`config.mk`:
```
export PLATFORM = sky130hd
export DESIGN_NAME = meter_bus_long_frame_receiver_flat
export DESIGN_NICKNAME = d
export VERILOG_FILES = /design/src/design/mbflr_pkg.sv /design/src/design/mbflr_if.sv /design/src/design/meter_bus_long_frame_receiver.sv /design/src/design/mbflr_parser.sv /design/src/flat_wrapper.sv
export SDC_FILE = /design/constraint.sdc
export NUM_CORES = 1
export LEC_CHECK = 0
export ABC_CLOCK_PERIOD_IN_PS = 5200
export BUFFER_PORTS_ARGS = -buffer_cell sky130_fd_sc_hd__buf_2
export CAP_MARGIN = 10
export CORE_MARGIN = 5
export CORE_UTILIZATION = 25
export CTS_CLUSTER_SIZE = 20
export DETAILED_ROUTE_END_ITERATION = 10
export HOLD_SLACK_MARGIN = 0.05
export PLACE_DENSITY_LB_ADDON = 0.08
export SLEW_MARGIN = 5
export SYNTH_ARGS = -nofsm -noshare
export SYNTH_HDL_FRONTEND = slang
export SYNTH_SLANG_ARGS = --single-unit
```
`constraint.sdc`:
```
create_clock -name clk -period 5.2 [get_ports clk]
set_input_delay 0.78 -clock clk [delete_from_list [all_inputs] [get_ports clk]]
set_output_delay 0.78 -clock clk [all_outputs]
set_load 0.005 [all_outputs]
```
`src/design/mbflr_pkg.sv`:
```
// ----------------------------------------------------------------------------
// M-Bus long frame receiver package
// Codes, line constants and the result record shared by the design files.
// ----------------------------------------------------------------------------
package mbflr_pkg;

  // Line bytes of the protocol.
  localparam logic [7:0] START_BYTE = 8'h68;
  localparam logic [7:0] STOP_BYTE  = 8'h16;
  localparam logic [7:0] ACK_BYTE   = 8'hE5;

  // First data byte that carries the slave id.
  localparam logic [7:0] ID_FIRST_POS = 8'd3;

  // Checksum and stop bytes that follow the data in the down-count.
  localparam logic [8:0] TRAILER_COUNT = 9'd2;

  // Configuration register indexes.
  localparam int unsigned CFG_INDEX_W = 1;
  localparam logic [CFG_INDEX_W-1:0] CFG_SECONDARY_MODE = 1'b0;
  localparam logic [CFG_INDEX_W-1:0] CFG_EXPECTED_ID    = 1'b1;

  // Item operations.
  typedef enum logic [1:0] {
    OP_BYTE      = 2'd0,
    OP_ARM_ACK   = 2'd1,
    OP_ARM_FRAME = 2'd2
  } op_t;

  // Top phase; the value is also the reported status.
  typedef enum logic [2:0] {
    TOP_IDLE       = 3'd0,
    TOP_WAIT_ACK   = 3'd1,
    TOP_WAIT_FRAME = 3'd2,
    TOP_ACK_SEEN   = 3'd3,
    TOP_FRAME_GOOD = 3'd4,
    TOP_BAD_ID     = 3'd5
  } top_phase_t;

  // Position inside a long frame.
  typedef enum logic [2:0] {
    FP_HUNT   = 3'd0,
    FP_LEN1   = 3'd1,
    FP_LEN2   = 3'd2,
    FP_START2 = 3'd3,
    FP_DATA   = 3'd4,
    FP_STOP   = 3'd5
  } frame_phase_t;

  // One result item.
  typedef struct packed {
    logic [2:0]  status;
    logic        byte_kept;
    logic [7:0]  kept_byte;
    logic        frame_end;
    logic [31:0] slave_id;
  } result_t;

endpackage

```
`src/design/mbflr_if.sv`:
```
// ----------------------------------------------------------------------------
// M-Bus long frame receiver channels
// Valid/ready channels for the input items and the result items.
// ----------------------------------------------------------------------------

// Input channel: a line byte or an arm command.
interface mbflr_in_if;
  logic       valid;
  logic       ready;
  logic [1:0] op;
  logic [7:0] data_byte;

  modport source (output valid, output op, output data_byte, input ready);
  modport sink   (input valid, input op, input data_byte, output ready);
endinterface

// Result channel: one result per input item.
interface mbflr_out_if;
  logic        valid;
  logic        ready;
  logic [2:0]  status;
  logic        byte_kept;
  logic [7:0]  kept_byte;
  logic        frame_end;
  logic [31:0] slave_id;

  modport source (output valid, output status, output byte_kept, output kept_byte,
                  output frame_end, output slave_id, input ready);
  modport sink   (input valid, input status, input byte_kept, input kept_byte,
                  input frame_end, input slave_id, output ready);
endinterface

```
`src/design/meter_bus_long_frame_receiver.sv`:
```
// Path: an accepted item goes to the input register, then through the parser
// logic into the result register.
// Throughput: one item per cycle while the output is ready; while a finished
// result waits on a stalled output, the input register takes one more item
// and then holds off the input. Reset: synchronous rst_n clears both valid
// flags, the receive state and the configuration registers.
// ----------------------------------------------------------------------------
// M-Bus long frame receiver
// Parses acknowledges and long response frames byte by byte, one result each.
// ----------------------------------------------------------------------------
module meter_bus_long_frame_receiver import mbflr_pkg::*; (
  input  logic                   clk,
  input  logic                   rst_n,
  mbflr_in_if.sink               in_ch,
  mbflr_out_if.source            out_ch,
  input  logic                   cfg_we,
  input  logic [CFG_INDEX_W-1:0] cfg_index,
  input  logic [31:0]            cfg_wdata
);

  logic        secondary_mode_r;
  logic [31:0] expected_id_r;
  logic        st_valid_r;
  logic [1:0]  st_op_r;
  logic [7:0]  st_byte_r;
  logic        out_valid_r;
  result_t     out_res_r;
  result_t     step_res;
  logic        advance;
  logic        in_xfer;

  // The input register moves on when the result register is free or drains.
  assign advance = st_valid_r && (!out_valid_r || out_ch.ready);
  assign in_ch.ready = !st_valid_r || advance;
  assign in_xfer = in_ch.valid && in_ch.ready;

  // Configuration registers.
  always_ff @(posedge clk) begin
    if (!rst_n) begin
      secondary_mode_r <= 1'b0;
      expected_id_r    <= '0;
    end else if (cfg_we) begin
      unique case (cfg_index)
        CFG_SECONDARY_MODE: secondary_mode_r <= cfg_wdata[0];
        CFG_EXPECTED_ID:    expected_id_r    <= cfg_wdata;
        default: ;
      endcase
    end
  end

  // Input register.
  always_ff @(posedge clk) begin
    if (!rst_n) begin
      st_valid_r <= 1'b0;
    end else if (in_ch.ready) begin
      st_valid_r <= in_ch.valid;
    end
  end

  always_ff @(posedge clk) begin
    if (in_xfer) begin
      st_op_r   <= in_ch.op;
      st_byte_r <= in_ch.data_byte;
    end
  end

  // Parser state and per-item logic.
  mbflr_parser u_parser (
    .clk            (clk),
    .rst_n          (rst_n),
    .step_en        (advance),
    .op             (st_op_r),
    .data_byte      (st_byte_r),
    .secondary_mode (secondary_mode_r),
    .expected_id    (expected_id_r),
    .res            (step_res)
  );

  // Result register.
  always_ff @(posedge clk) begin
    if (!rst_n) begin
      out_valid_r <= 1'b0;
    end else if (advance) begin
      out_valid_r <= 1'b1;
    end else if (out_ch.ready) begin
      out_valid_r <= 1'b0;
    end
  end

  always_ff @(posedge clk) begin
    if (advance) begin
      out_res_r <= step_res;
    end
  end

  assign out_ch.valid     = out_valid_r;
  assign out_ch.status    = out_res_r.status;
  assign out_ch.byte_kept = out_res_r.byte_kept;
  assign out_ch.kept_byte = out_res_r.kept_byte;
  assign out_ch.frame_end = out_res_r.frame_end;
  assign out_ch.slave_id  = out_res_r.slave_id;

endmodule

```
`src/design/mbflr_parser.sv`:
```
// ----------------------------------------------------------------------------
// M-Bus frame parser
// Holds the receive state and computes the result of one item per step.
// ----------------------------------------------------------------------------
module mbflr_parser import mbflr_pkg::*; (
  input  logic        clk,
  input  logic        rst_n,
  input  logic        step_en,
  input  logic [1:0]  op,
  input  logic [7:0]  data_byte,
  input  logic        secondary_mode,
  input  logic [31:0] expected_id,
  output result_t     res
);

  top_phase_t   top_r, top_nxt;
  frame_phase_t fp_r, fp_nxt;
  logic [8:0]   rem_r, rem_nxt;
  logic [7:0]   sum_r, sum_nxt;
  logic [7:0]   pos_r, pos_nxt;
  logic [31:0]  id_r, id_nxt;
  logic         kept;
  logic         frame_end;

  // Next state for one item.
  always_comb begin
    top_nxt = top_r;
    fp_nxt  = fp_r;
    rem_nxt = rem_r;
    sum_nxt = sum_r;
    pos_nxt = pos_r;
    id_nxt  = id_r;
    unique case (op)
      OP_ARM_ACK, OP_ARM_FRAME: begin
        top_nxt = (op == OP_ARM_ACK) ? TOP_WAIT_ACK : TOP_WAIT_FRAME;
        fp_nxt  = FP_HUNT;
        rem_nxt = '0;
        sum_nxt = '0;
        pos_nxt = '0;
        id_nxt  = '0;
      end
      OP_BYTE: begin
        if (top_r == TOP_WAIT_ACK) begin
          if (data_byte == ACK_BYTE) begin
            top_nxt = TOP_ACK_SEEN;
            fp_nxt  = FP_HUNT;
          end
        end else if (top_r == TOP_WAIT_FRAME) begin
          unique case (fp_r)
            FP_HUNT: begin
              sum_nxt = '0;
              pos_nxt = '0;
              id_nxt  = '0;
              if (data_byte == START_BYTE) begin
                fp_nxt = FP_LEN1;
              end
            end
            FP_LEN1: begin
              rem_nxt = {1'b0, data_byte};
              fp_nxt  = FP_LEN2;
            end
            FP_LEN2: begin
              fp_nxt = (rem_r == {1'b0, data_byte}) ? FP_START2 : FP_HUNT;
            end
            FP_START2: begin
              if (data_byte == START_BYTE) begin
                rem_nxt = rem_r + TRAILER_COUNT;
                fp_nxt  = FP_DATA;
              end else begin
                fp_nxt = FP_HUNT;
              end
            end
            FP_DATA: begin
              if (rem_r > TRAILER_COUNT) begin
                sum_nxt = sum_r + data_byte;
                // Data bytes three to six build the slave id, low byte first.
                case (pos_r - ID_FIRST_POS)
                  8'd0: id_nxt[7:0]   = id_r[7:0]   | data_byte;
                  8'd1: id_nxt[15:8]  = id_r[15:8]  | data_byte;
                  8'd2: id_nxt[23:16] = id_r[23:16] | data_byte;
                  8'd3: id_nxt[31:24] = id_r[31:24] | data_byte;
                  default: ;
                endcase
                pos_nxt = pos_r + 8'd1;
                rem_nxt = rem_r - 9'd1;
              end else if (data_byte == sum_r) begin
                fp_nxt = FP_STOP;
              end else begin
                fp_nxt = FP_HUNT;
              end
            end
            FP_STOP: begin
              if (data_byte == STOP_BYTE) begin
                top_nxt = (secondary_mode && (id_r != expected_id)) ?
                          TOP_BAD_ID : TOP_FRAME_GOOD;
              end
              fp_nxt = FP_HUNT;
            end
            default: fp_nxt = FP_HUNT;
          endcase
        end
      end
      default: ;
    endcase
  end

  // Which bytes the frame keeps.
  always_comb begin
    kept      = 1'b0;
    frame_end = 1'b0;
    if ((op == OP_BYTE) && (top_r == TOP_WAIT_FRAME)) begin
      unique case (fp_r)
        FP_HUNT:   kept = (data_byte == START_BYTE);
        FP_LEN1:   kept = 1'b1;
        FP_LEN2:   kept = (rem_r == {1'b0, data_byte});
        FP_START2: kept = (data_byte == START_BYTE);
        FP_DATA:   kept = (rem_r > TRAILER_COUNT) || (data_byte == sum_r);
        FP_STOP: begin
          kept      = (data_byte == STOP_BYTE);
          frame_end = (data_byte == STOP_BYTE);
        end
        default: kept = 1'b0;
      endcase
    end
  end

  // Result of the current item.
  always_comb begin
    res.status    = top_nxt;
    res.byte_kept = kept;
    res.kept_byte = kept ? data_byte : 8'd0;
    res.frame_end = frame_end;
    res.slave_id  = id_nxt;
  end

  // State registers advance once per item.
  always_ff @(posedge clk) begin
    if (!rst_n) begin
      top_r <= TOP_IDLE;
      fp_r  <= FP_HUNT;
      rem_r <= '0;
      sum_r <= '0;
      pos_r <= '0;
      id_r  <= '0;
    end else if (step_en) begin
      top_r <= top_nxt;
      fp_r  <= fp_nxt;
      rem_r <= rem_nxt;
      sum_r <= sum_nxt;
      pos_r <= pos_nxt;
      id_r  <= id_nxt;
    end
  end

endmodule

```
`src/flat_wrapper.sv`:
```
// flat-port wrapper written by rule: the top's interface ports become plain ports
module meter_bus_long_frame_receiver_flat import mbflr_pkg::*;
  (clk, rst_n, cfg_we, cfg_index, cfg_wdata, in_ch_valid, in_ch_op, in_ch_data_byte, in_ch_ready, out_ch_valid, out_ch_status, out_ch_byte_kept, out_ch_kept_byte, out_ch_frame_end, out_ch_slave_id, out_ch_ready);
  mbflr_in_if in_ch_i ();
  mbflr_out_if out_ch_i ();
  input  logic clk;
  input  logic rst_n;
  input  logic cfg_we;
  input  logic [CFG_INDEX_W-1:0] cfg_index;
  input  logic [31:0] cfg_wdata;
  input wire logic [$bits(in_ch_i.valid)-1:0] in_ch_valid;
  input wire logic [$bits(in_ch_i.op)-1:0] in_ch_op;
  input wire logic [$bits(in_ch_i.data_byte)-1:0] in_ch_data_byte;
  output wire logic [$bits(in_ch_i.ready)-1:0] in_ch_ready;
  output wire logic [$bits(out_ch_i.valid)-1:0] out_ch_valid;
  output wire logic [$bits(out_ch_i.status)-1:0] out_ch_status;
  output wire logic [$bits(out_ch_i.byte_kept)-1:0] out_ch_byte_kept;
  output wire logic [$bits(out_ch_i.kept_byte)-1:0] out_ch_kept_byte;
  output wire logic [$bits(out_ch_i.frame_end)-1:0] out_ch_frame_end;
  output wire logic [$bits(out_ch_i.slave_id)-1:0] out_ch_slave_id;
  input wire logic [$bits(out_ch_i.ready)-1:0] out_ch_ready;
  assign in_ch_i.valid = in_ch_valid;
  assign in_ch_i.op = in_ch_op;
  assign in_ch_i.data_byte = in_ch_data_byte;
  assign in_ch_ready = in_ch_i.ready;
  assign out_ch_valid = out_ch_i.valid;
  assign out_ch_status = out_ch_i.status;
  assign out_ch_byte_kept = out_ch_i.byte_kept;
  assign out_ch_kept_byte = out_ch_i.kept_byte;
  assign out_ch_frame_end = out_ch_i.frame_end;
  assign out_ch_slave_id = out_ch_i.slave_id;
  assign out_ch_i.ready = out_ch_ready;
  meter_bus_long_frame_receiver u_core (.clk(clk), .rst_n(rst_n), .in_ch(in_ch_i), .out_ch(out_ch_i), .cfg_we(cfg_we), .cfg_index(cfg_index), .cfg_wdata(cfg_wdata));
endmodule
```
* Yosys cells after proc, flatten, opt, wreduce, memory -nomap -nowiden
Index checks and enable logic that the tools add are counted.
** Operators by class
- Add/subtract/negate cells :: 5
- $lt $le $gt $ge :: 1
- Equality and inequality tests :: 28
- Muxes and demuxes :: 47
- Bitwise gates (word level) :: 5
- Reductions and logical operators :: 22
** Operators by type and width (number)
- $pmux 32 s2 :: 2
- $mux 32 :: 3
- $mux 8 :: 10
- $pmux 8 s2 :: 4
- $mux 3 :: 12
- $mux 9 :: 4
- $ne 32x32->1 :: 1
- $or 8x8->8 :: 4
- $pmux 9 s3 :: 1
- $pmux 9 s2 :: 1
- $eq 8x2->1 const B :: 2
- $pmux 3 s5 :: 1
- $pmux 3 s2 :: 2
- $reduce_and 6->1 :: 2
- $add 9x2->9 const B :: 1
- $eq 3x2->1 const B :: 3
- $eq 9x8->1 :: 1
- $gt 9x2->1 const B :: 1
- $ne 3x3->1 const B :: 3
- $sub 9x1->9 const B :: 1
- $add 8x1->8 const B :: 1
- $add 8x8->8 :: 1
- $eq 8x1->1 const B :: 1
- $eq 8x5->1 const B :: 1
- 28 further kinds :: 45
** Word-level totals
- Flip-flop bits (word level) :: 153
- Bits of input ports :: 48
- Output and inout bits :: 47
- Logic and storage cells :: 125

* Longest topological paths before layout
Gate-level depths: netlist of the first run.
- Depth after elaboration :: 8
- Depth in mapped cells :: 9
- Gate-level depth less buffers :: 9

* Modules after synthesis
A second synthesis of the first run with hierarchy kept.
** Unflattened totals
- Cell total of the unflattened synthesis :: 796
- Area, all modules :: 7810.0 um2
** By module, submodules not included
- mbflr_parser :: instances 1, cells an instance 583, area each 4639.4 um2
- meter_bus_long_frame_receiver :: instances 1, cells an instance 213, area each 3170.5 um2

* Worst setup path after synthesis of the first run
No wires, ideal clock.
- Path kind :: input to register
- Start :: input out_ch_ready
- End :: register u_core.u_parser.id_r[1]
- Library setup time :: 0.117 ns
- Data arrival time :: 3.045 ns
- Slack :: 2.038 ns
- Cell stages on the path :: 6
- Path buffers :: 1
- Cell sequence :: nand2b_1 -> nand2_1 -> clkinv_1 -> and3_1 -> clkbuf_1 -> a32o_1
** On the way
- Cells in the longest elaborated chain, start to end :: 2
** RTL lines
- from (decl) :: line flat_wrapper.sv:21 : input wire logic [$bits(out_ch_i.ready)-1:0] out_ch_ready;
- $logic_or 1x1->1 :: line meter_bus_long_frame_receiver.sv:33 : assign advance = st_valid_r && (!out_valid_r || out_ch.ready);
- $logic_and 1x1->1 :: line meter_bus_long_frame_receiver.sv:33
- via u_core.advance :: line meter_bus_long_frame_receiver.sv:29 : logic advance;
- to (signal assigned) :: line mbflr_parser.sv:151 : id_r <= id_nxt;
- to (decl) :: line mbflr_parser.sv:21 : logic [31:0] id_r, id_nxt;
The timed path passes the listed nets, and every way through them passes these cells.
A chain may end at the register's enable or synchronous reset.

* Final worst setup path of the first run
- Start :: register u_core.u_parser.fp_r[2]
- End :: register u_core.u_parser.sum_r[6]
** On the way
- Cells in the longest elaborated chain, start to end :: 5
** RTL lines
- from (decl) :: line mbflr_parser.sv:17 : frame_phase_t fp_r, fp_nxt;
- from (signal assigned) :: line mbflr_parser.sv:147 : fp_r <= fp_nxt;
- $eq 3x3->1 or $logic_not 3->1 (tied branches) :: line mbflr_parser.sv:49 : unique case (fp_r)
- $pmux 8 s2 :: line mbflr_parser.sv:49
- $mux 8 :: line mbflr_parser.sv:48 : end else if (top_r == TOP_WAIT_FRAME) begin
- $mux 8 :: line mbflr_parser.sv:43 : if (top_r == TOP_WAIT_ACK) begin
- $pmux 8 s2 :: line mbflr_parser.sv:33 : unique case (op)
- to (signal assigned) :: line mbflr_parser.sv:149 : sum_r <= sum_nxt;
- to (decl) :: line mbflr_parser.sv:19 : logic [7:0] sum_r, sum_nxt;
Several ways; a longest one is shown, not always the timed one. The select of a mux whose other input is x is not followed.

==> impl_metrics.py, run 1 <==
metrics = {
    "run_status": {
        "status": "completed",
    },
    "grt": {
        "grt_pass1_wl_mm": 35.8,
        "antenna_found_initial": 0,
        "grt_pass1_vias": 5971,
        "grt_remaining_overflow": 0,
        "track_usage": 0.139,
        "grt_max_degree": 53,
    },
    "die": {
        "core_um2": 29600,
        "die_height_um": 183,
        "ioPinCount": 95,
        "initial_core_util": 0.253,
        "rows": 63,
        "dieArea_um2": 33500,
        "dieWidth_um": 183,
    },
    "sta": {
        "final_max_slew_viol_count": 0,
        "setup_viol": 0,
        "final_hold_viol_count": 0,
        "skew_ps": 14.9,
        "fmax_mhz": 339,
        "fin_ws_ps": 2250,
        "worst_slew_pin_slew_ps": 1080,
        "timing.final.crit_share": 0.566,
        "rsz0062_at_grt": "false",
        "setup-tns-final_ps": 0,
        "relSlewSlack": 0.277,
        "period_minus_slack_ps": 2950,
    },
    "detailed_routing": {
        "vias_per_cell": 5.03,
        "routedWlPerCell_um": 19.4,
        "drtIter0Drc": 507,
        "drc": 0,
        "num_vias": 6193,
        "postRouteAntennaNets": 0,
        "dr.pass1.iters": 5,
        "finalWirelength_mm": 24.0,
    },
    "placement": {
        "port_buffers": 94,
        "routabilityCongestion": 0.813,
        "pre_cts_slack_ps": 2270,
        "place_inst": 1199,
        "dp_hpwl_mm": 16.8,
        "placed_cell_area_um2": 8250,
    },
    "worst_setup_path": {
        "cp_slowest_cell": "nor3_2",
        "startpoint": "u_core.u_parser.fp_r[2]$_SDFFE_PN0P_",
        "cp_slowest_stage_delay_ps": 910,
        "cp-end-kind": "register",
        "cp-start-kind": "register",
        "crit_type": "register to register",
        "ff2ff_setup_slack_ps": 2250,
        "critPathTopFamily": "simple AND/OR/NAND/NOR gates",
        "crit_arrival_ps": 3310,
        "timing.critical_path.buf_inv": 0,
        "path_cells": "nor3b_4 > nand4_1 > nor3_2 > nand3_1 > nor3b_1 > a311o_2",
        "reg2reg_from": "u_core.u_parser.fp_r[2]$_SDFFE_PN0P_",
        "critPathRequiredTime_ps": 5570,
        "critical_path_peak_fanout": 14,
    },
    "power_and_ir_drop": {
        "seqPwrFrac": 0.475,
        "p_sw_frac": 0.257,
        "power_leakage_nw": 3.06,
        "intPower_mw": 2.06,
        "switchingPower_mw": 0.710,
        "clkPwrFrac": 0.457,
        "power_density_nw_per_um2": 312,
        "p_comb_frac": 0.068,
        "irDropWorstVdd_uv": 167,
    },
    "worst_hold_path": {
        "hold_start": "u_core.expected_id_r[21]$_SDFFE_PN0P_",
        "hold_class": "register to register",
    },
    "synthesis": {
        "syn_avg_cell_area_um2": 9.78,
        "yosys_register_bits": 153,
        "ys_async_sr_fraction": 0,
        "synth-main-ff-cell": "dfxtp_1",
        "synthesis.nets": 831,
        "ys_types": 76,
        "yosys_warnings": 0,
        "syn_inst": 765,
        "netlist_area_um2": 7480,
        "synth-edff-count": 55,
        "ys_seq_area_frac": 0.483,
    },
    "clock_network": {
        "clockRootBuffer": "clkbuf_16",
        "cts_hold_buffers": 0,
        "clk_latency_ps": 420,
        "clk_pin_slew_ps": 70,
        "ctsResizeCount": 0,
        "clockBufferDepth": 2,
        "tritoncts": "yes",
        "cts_sinks": 153,
        "cts-buffers-inserted": 17,
        "htreeDepth": 4,
        "cts_setup_buffers": 0,
    },
    "final_layout": {
        "stdcell_count": 1232,
        "finalNetCount": 895,
        "drive_gt1_frac": 0.184,
        "fin_area_um2": 8870,
        "antenna_cells": 0,
        "post-route-util": 0.300,
        "area_growth_pct": 18.5,
    },
    "run": {
        "maxCapViolCount": 0,
    },
}
## cell type report
| type | count | area [um2] |
|---|---|---|
| clock inverter | 13 | 146 |
| fill | 3132 | 20700 |
| clock buffer | 19 | 454 |
| inverter | 23 | 86.3 |
| tap | 390 | 488 |
| sequential | 153 | 3610 |
| multi-input combinational | 532 | 3530 |
| timing repair buffer | 102 | 548 |
## path summary, 6_finish.rpt
check,cells after the start,to
setup / recovery,6,u_core.u_parser.sum_r[6]$_SDFFE_PN0P_
hold / removal,2,u_core.expected_id_r[21]$_SDFFE_PN0P_
setup reg to reg,6,u_core.u_parser.sum_r[6]$_SDFFE_PN0P_
hold reg to reg,2,u_core.expected_id_r[21]$_SDFFE_PN0P_
## tightest hold or removal path, stage by stage (launching register included)
cell and delay (ps):
dfxtp_1 320, nand2_1 50, a21oi_1 50
## sequential cells by signal, indices dropped and copies added, names as in the netlist
| name | count |
|---|---|
| u_core.u_parser.id_r | 32 |
| u_core.st_op_r | 2 |
| u_core.u_parser.fp_r | 3 |
| u_core.u_parser.sum_r | 8 |
| u_core.out_ch.byte_kept | 1 |
| u_core.expected_id_r | 32 |
| u_core.st_valid_r | 1 |
| u_core.out_ch.slave_id | 32 |
| u_core.secondary_mode_r | 1 |
| u_core.u_parser.rem_r | 9 |
| u_core.u_parser.pos_r | 8 |
| u_core.u_parser.top_r | 3 |
| u_core.out_ch.frame_end | 1 |
| u_core.st_byte_r | 8 |
| u_core.out_ch.kept_byte | 8 |
| u_core.out_ch.valid | 1 |
| u_core.out_ch.status | 3 |
## logic make-up (layout without fill, tap and decap cells)
family                   count (synthesis)  count (layout)  share of synthesized area
XOR/XNOR                                51              51                     0.0597
adder cells (fa/ha/maj)                 18              18                     0.0311
flip-flops                             153             153                      0.483
multiplexers                             5               5                    0.00669
AO/OA/AOI/OAI                          199             199                      0.198
buffers and inverters                   80             157                     0.0463
AND/OR/NAND/NOR                        259             259                      0.175
## power groups by stage
stage / Combinational, mW / Clock (mW) / Sequential, mW
after floorplan: 0.115 / 0 / 1.32
after global placement: 0.186 / 0 / 1.34
after detailed placement: 0.187 / 0 / 1.34
after CTS: 0.188 / 1.30 / 1.32
after global routing: 0.207 / 1.35 / 1.32
final: 0.188 / 1.26 / 1.31
## through the flow
step                      hold WS [ps]  power (mW)
after floorplan                    449        1.44
after global placement             467        1.53
after detailed placement           465        1.53
after CTS                          476        2.80
after global routing               495        2.88
final                              473        2.77
## per-layer routing
layer	routed length, um	share of wire	global-route usage	vias to the layer above
li1	-	-	-	2941
met1	11200	0.47	0.201	3015
met2	11000	0.46	0.215	217
met3	1360	0.057	0.0222	20
met4	334	0.014	0.0393	0
met5	0	0	0	-
## cells in the mapped netlist (14+ instances only)
cell	n	share of area
dfxtp_1	98	0.26
xnor2_1	38	0.044
a21oi_1	62	0.041
a32o_1	55	0.074
ha_1	17	0.028
buf_2	16	0.011
o21ai_0	25	0.017
nand2_1	101	0.051
clkbuf_1	29	0.015
inv_1	21	0.011
edfxtp_1	55	0.22
nand3_1	16	0.011
nor2_1	44	0.022
and2_1	14	0.012
## cells in the final DEF (no fill, tap or decap), types with 4 or more instances in the layout
master	count
nand3b_1	4
a21oi_1	62
clkbuf_16	19
buf_2	94
nand4_1	13
o31ai_1	4
and2_1	14
inv_6	4
a22oi_1	7
nor2b_1	5
edfxtp_1	55
xnor2_1	38
a31oi_1	7
nand2b_1	5
nand3_1	16
a2bb2oi_1	4
a32o_1	55
inv_1	21
nand2_1	101
o21ai_0	25
dfxtp_1	98
nor4_1	4
ha_1	17
or3_1	5
nor3_1	10
buf_4	7
nor2_1	43
or4_1	4
and3_1	10
mux2i_1	5
xor2_1	13
No activity file was read; power rests on OpenSTA's default activity.
==> inputs of run 2 (changes only) <==
--- a/config.mk
+++ b/config.mk
@@ -5,7 +5,7 @@
 export SDC_FILE = /design/constraint.sdc
 export NUM_CORES = 1
 export LEC_CHECK = 0
-export ABC_CLOCK_PERIOD_IN_PS = 5200
+export ABC_CLOCK_PERIOD_IN_PS = 3000
 export BUFFER_PORTS_ARGS = -buffer_cell sky130_fd_sc_hd__buf_2
 export CAP_MARGIN = 10
 export CORE_MARGIN = 5
==> constraint.sdc (replaced) <==
create_clock -name clk -period 3 [get_ports clk]
set_input_delay 0.45 -clock clk [delete_from_list [all_inputs] [get_ports clk]]
set_output_delay 0.45 -clock clk [all_outputs]
set_load 0.005 [all_outputs]
==> impl_metrics.py, run 2 (same netlist as run 1, synthesis figures left out) <==
metrics = {
    "die": {
        "die_height_um": 183,
        "ioPinCount": 95,
        "dieWidth_um": 183,
        "rows": 63,
        "initial_core_util": 0.253,
        "core_um2": 29600,
        "dieArea_um2": 33500,
    },
    "sta": {
        "setup_viol": 0,
        "final_hold_viol_count": 0,
        "setup-tns-final_ps": 0,
        "final_max_slew_viol_count": 0,
        "skew_ps": 11.0,
        "fmax_mhz": 379,
        "fin_ws_ps": 359,
        "timing.final.crit_share": 0.880,
        "period_minus_slack_ps": 2640,
        "relSlewSlack": 0.293,
        "rsz0062_at_grt": "false",
        "worst_slew_pin_slew_ps": 1060,
    },
    "worst_setup_path": {
        "cp-start-kind": "register",
        "r2r_cells": 5,
        "cp-end-kind": "register",
        "critical_path_peak_fanout": 9,
        "critPathRequiredTime_ps": 3290,
        "crit_type": "register to register",
        "crit_arrival_ps": 2930,
    },
    "power_and_ir_drop": {
        "power_density_nw_per_um2": 532,
        "irDropWorstVdd_uv": 332,
        "power_leakage_nw": 3.17,
    },
    "clock_network": {
        "cts_sinks": 153,
        "clk_pin_slew_ps": 70,
        "cts_hold_buffers": 0,
        "clockBufferDepth": 2,
        "ctsResizeCount": 0,
        "cts_setup_buffers": 0,
        "htreeDepth": 4,
        "cts-buffers-inserted": 17,
        "clockRootBuffer": "clkbuf_16",
        "tritoncts": "yes",
        "clk_latency_ps": 420,
    },
    "worst_hold_path": {
        "min_path_cells": 1,
        "hold_class": "input pin to register",
    },
    "detailed_routing": {
        "postRouteAntennaNets": 0,
        "drc": 0,
        "routedWlPerCell_um": 19.5,
        "finalWirelength_mm": 24.4,
        "drtIter0Drc": 493,
        "num_vias": 6303,
        "dr.pass1.iters": 5,
        "vias_per_cell": 5.02,
    },
    "final_layout": {
        "drive_gt1_frac": 0.206,
        "layout_common_cells": "nand2_1, dfxtp_1, buf_2",
        "antenna_cells": 0,
        "n_fill_cell": 3109,
        "post-route-util": 0.306,
        "stdcell_count": 1255,
        "area_growth_pct": 20.7,
        "mostFrequentLayoutCell": "nand2_1",
        "finalNetCount": 918,
    },
    "grt": {
        "track_usage": 0.143,
        "grt_pass1_vias": 6026,
        "grt_remaining_overflow": 0,
        "grt_max_degree": 48,
        "grt_pass1_wl_mm": 37.0,
        "antenna_found_initial": 0,
    },
    "placement": {
        "routabilityCongestion": 0.869,
        "dp_hpwl_mm": 17.8,
        "port_buffers": 94,
        "place_inst": 1223,
        "pre_cts_slack_ps": 423,
    },
    "run": {
        "maxCapViolCount": 0,
    },
    "run_status": {
        "status": "completed",
    },
}
## run 2: cell types whose count changed in the layout (fill, tap and decap cells not counted), sizes merged
cell,previous run,this run
inv,31,30
clkbuf,20,21
clkinv,3,4
clkinvlp,1,0
bufinv,1,0
buf,101,125
## run 2: per-layer routing
metal	up-vias	track usage	wire length, um
met2	206	0.222	11300
met4	0	0.0337	248
met5	-	0	0
met1	3086	0.205	11400
li1	2989	-	-
met3	22	0.0290	1500
## run 2: stage by stage
step | instance area, um2 | power (mW) | hold WS, ps
final | 9030 | 4.80 | 199
after global routing | 9030 | 5.01 | 182
after CTS | 9030 | 4.87 | 177
after detailed placement | 8430 | 2.67 | 464
after global placement | 8430 | 2.67 | 467
after floorplan | 7480 | 2.49 | 449
## run 2: area by class of cell
cell class,count,area (um2),area share
Sequential cell,153,3610,0.400
Multi-Input combinational cell,532,3530,0.391
Timing Repair Buffer,125,716,0.0792
Clock buffer,21,503,0.0557
Tap cell,390,488,0.0540
Clock inverter,11,95.1,0.0105
Inverter,23,86.3,0.00956
## run 2: report_power, final
group | total [mW] | internal, mW | leakage (nW) | switching [mW]
combinational | 0.361 | 0.134 | 1.58 | 0.228
sequential | 2.26 | 2.21 | 1.29 | 0.0503
clock | 2.18 | 1.23 | 0.299 | 0.951
## run 2: final timing paths
kind | slack (ps) | start | to
setup / recovery | 360 | u_core.st_byte_r[5]$_DFFE_PP_ | u_core.out_ch.kept_byte[5]$_SDFFCE_PN0P_
hold / removal | 200 | in_ch_data_byte[3] | u_core.st_byte_r[3]$_DFFE_PP_
setup reg to reg | 360 | u_core.st_byte_r[5]$_DFFE_PP_ | u_core.out_ch.kept_byte[5]$_SDFFCE_PN0P_
hold reg to reg | 470 | u_core.expected_id_r[18]$_SDFFE_PN0P_ | u_core.expected_id_r[18]$_SDFFE_PN0P_
## run 2: critical path, cell delays in order, from the launching register on
cell	delay (ps)
edfxtp_1	610
or4b_1	710
nor4_2	530
a211oi_1	120
a21oi_2	340
and2_1	190
==> inputs of run 3 (changes only) <==
--- a/config.mk
+++ b/config.mk
@@ -9,7 +9,7 @@
 export BUFFER_PORTS_ARGS = -buffer_cell sky130_fd_sc_hd__buf_2
 export CAP_MARGIN = 10
 export CORE_MARGIN = 5
-export CORE_UTILIZATION = 25
+export CORE_UTILIZATION = 40
 export CTS_CLUSTER_SIZE = 20
 export DETAILED_ROUTE_END_ITERATION = 10
 export HOLD_SLACK_MARGIN = 0.05
==> impl_metrics.py, run 3 (same netlist as run 1, synthesis figures left out) <==
metrics = {
    "worst_setup_path": {
        "crit_arrival_ps": 2910,
        "critPathRequiredTime_ps": 3260,
        "cp-start-kind": "register",
        "critical_path_peak_fanout": 10,
        "cp-end-kind": "register",
        "crit_type": "register to register",
    },
    "power_and_ir_drop": {
        "clkPwrFrac": 0.441,
        "p_comb_frac": 0.074,
        "seqPwrFrac": 0.485,
        "power_density_nw_per_um2": 532,
        "power_leakage_nw": 3.13,
        "intPower_mw": 3.47,
        "p_sw_frac": 0.256,
        "switchingPower_mw": 1.19,
        "irDropWorstVdd_uv": 393,
    },
    "grt": {
        "grt_max_degree": 48,
        "track_usage": 0.201,
        "grt_pass1_vias": 6018,
        "antenna_found_initial": 0,
        "grt_remaining_overflow": 0,
        "grt_pass1_wl_mm": 34.0,
    },
    "sta": {
        "timing.final.crit_share": 0.884,
        "rsz0062_at_grt": "false",
        "setup-tns-final_ps": 0,
        "final_max_slew_viol_count": 0,
        "worst_slew_pin_slew_ps": 1060,
        "skew_ps": 9.68,
        "final_hold_viol_count": 0,
        "fmax_mhz": 377,
        "period_minus_slack_ps": 2650,
        "setup_viol": 0,
        "relSlewSlack": 0.296,
    },
    "placement": {
        "place_inst": 1064,
        "routabilityCongestion": 0.889,
        "port_buffers": 94,
        "dp_hpwl_mm": 15.5,
    },
    "clock_network": {
        "clk_pin_slew_ps": 70,
        "ctsResizeCount": 0,
        "tritoncts": "yes",
        "cts_hold_buffers": 0,
        "cts_setup_buffers": 0,
        "clockBufferDepth": 2,
        "clk_latency_ps": 430,
        "htreeDepth": 4,
        "cts-buffers-inserted": 17,
        "clockRootBuffer": "clkbuf_16",
        "cts_sinks": 153,
    },
    "final_layout": {
        "mostFrequentLayoutCell": "nand2_1",
        "n_fill_cell": 1753,
        "finalNetCount": 915,
        "seqCellArea_um2": 3610,
        "layout_common_cells": "nand2_1, dfxtp_1, buf_2",
        "area_growth_pct": 17.1,
        "stdcell_count": 1096,
        "drive_gt1_frac": 0.202,
        "multiInputGateArea_um2": 3530,
        "antenna_cells": 0,
    },
    "detailed_routing": {
        "finalWirelength_mm": 21.8,
        "drtIter0Drc": 599,
        "vias_per_cell": 5.70,
        "dr.pass1.iters": 5,
        "drc": 0,
        "num_vias": 6249,
        "postRouteAntennaNets": 0,
        "routedWlPerCell_um": 19.9,
    },
    "die": {
        "dieWidth_um": 147,
        "core_um2": 18600,
        "rows": 50,
        "ioPinCount": 95,
        "die_height_um": 147,
        "initial_core_util": 0.403,
        "dieArea_um2": 21500,
    },
    "worst_hold_path": {
        "hold_class": "input pin to register",
    },
    "run": {
        "maxCapViolCount": 0,
    },
    "run_status": {
        "status": "completed",
    },
}
-- run 3: cell count changes in the layout (fill, tap and decap cells not counted) --
cell        delta
clkinv_4       -2
inv_6          +2
clkbuf_8       -2
clkbuf_1       +1
clkbuf_16      -1
clkinvlp_4     +1
buf_4          -2
inv_8          -1
buf_12         -1
inv_4          +2
-- run 3: worst max-delay path, stage by stage, from the launching register on --
cell,delay [ps]
dfxtp_1,400
ha_1,280
or3b_2,490
a2111oi_4,610
and2_1,430
inv_1,70
o21ai_0,190
-- run 3: path summary, 6_finish.rpt --
kind	start	end	slack, ps	cells after the start
worst min-delay path	in_ch_op[0]	u_core.st_op_r[0]$_DFFE_PP_	190	1
worst max-delay path	u_core.u_parser.pos_r[0]$_SDFFE_PN0P_	u_core.out_ch.slave_id[6]$_DFFE_PP_	350	6
worst max register to register	u_core.u_parser.pos_r[0]$_SDFFE_PN0P_	u_core.out_ch.slave_id[6]$_DFFE_PP_	350	6
worst min register to register	u_core.expected_id_r[21]$_SDFFE_PN0P_	u_core.expected_id_r[21]$_SDFFE_PN0P_	470	2
-- run 3: stage by stage --
step	setup WS [ps]	utilization	instance area (um2)	total power, mW	hold WS [ps]
2_1_floorplan	168	-	7480	2.49	449
3_3_place_gp	503	0.441	8200	2.64	464
3_5_place_dp	379	0.441	8200	2.65	465
4_1_cts	359	0.472	8760	4.70	173
5_1_grt	173	0.472	8760	4.83	171
6_report	347	0.472	8760	4.66	192
-- run 3: cell type report --
type / count / area share
clock buffers: 19 / 0.0518
clock inverters: 13 / 0.0119
inverters: 23 / 0.00985
multi-input cells: 532 / 0.403
flip-flops and latches: 153 / 0.412
well taps: 234 / 0.0334
repair buffers: 122 / 0.0777
-- run 3: routing by layer --
layer | part of all wire | wire (um) | up-vias | GRT usage
met2 | 0.47 | 10300 | 181 | 0.324
met4 | 0.012 | 268 | 0 | 0.0541
met1 | 0.46 | 10000 | 3067 | 0.272
met5 | 0 | 0 | - | 0
li1 | - | - | 2982 | -
met3 | 0.053 | 1160 | 19 | 0.0484
-- run 3: power by group through the flow --
stage                     logic, mW  clock network [mW]  registers [mW]
after floorplan               0.199                   0            2.29
after global placement        0.340                   0            2.30
after detailed placement      0.344                   0            2.31
after CTS                     0.344                2.09            2.26
after global routing          0.378                2.19            2.26
final                         0.344                2.06            2.26
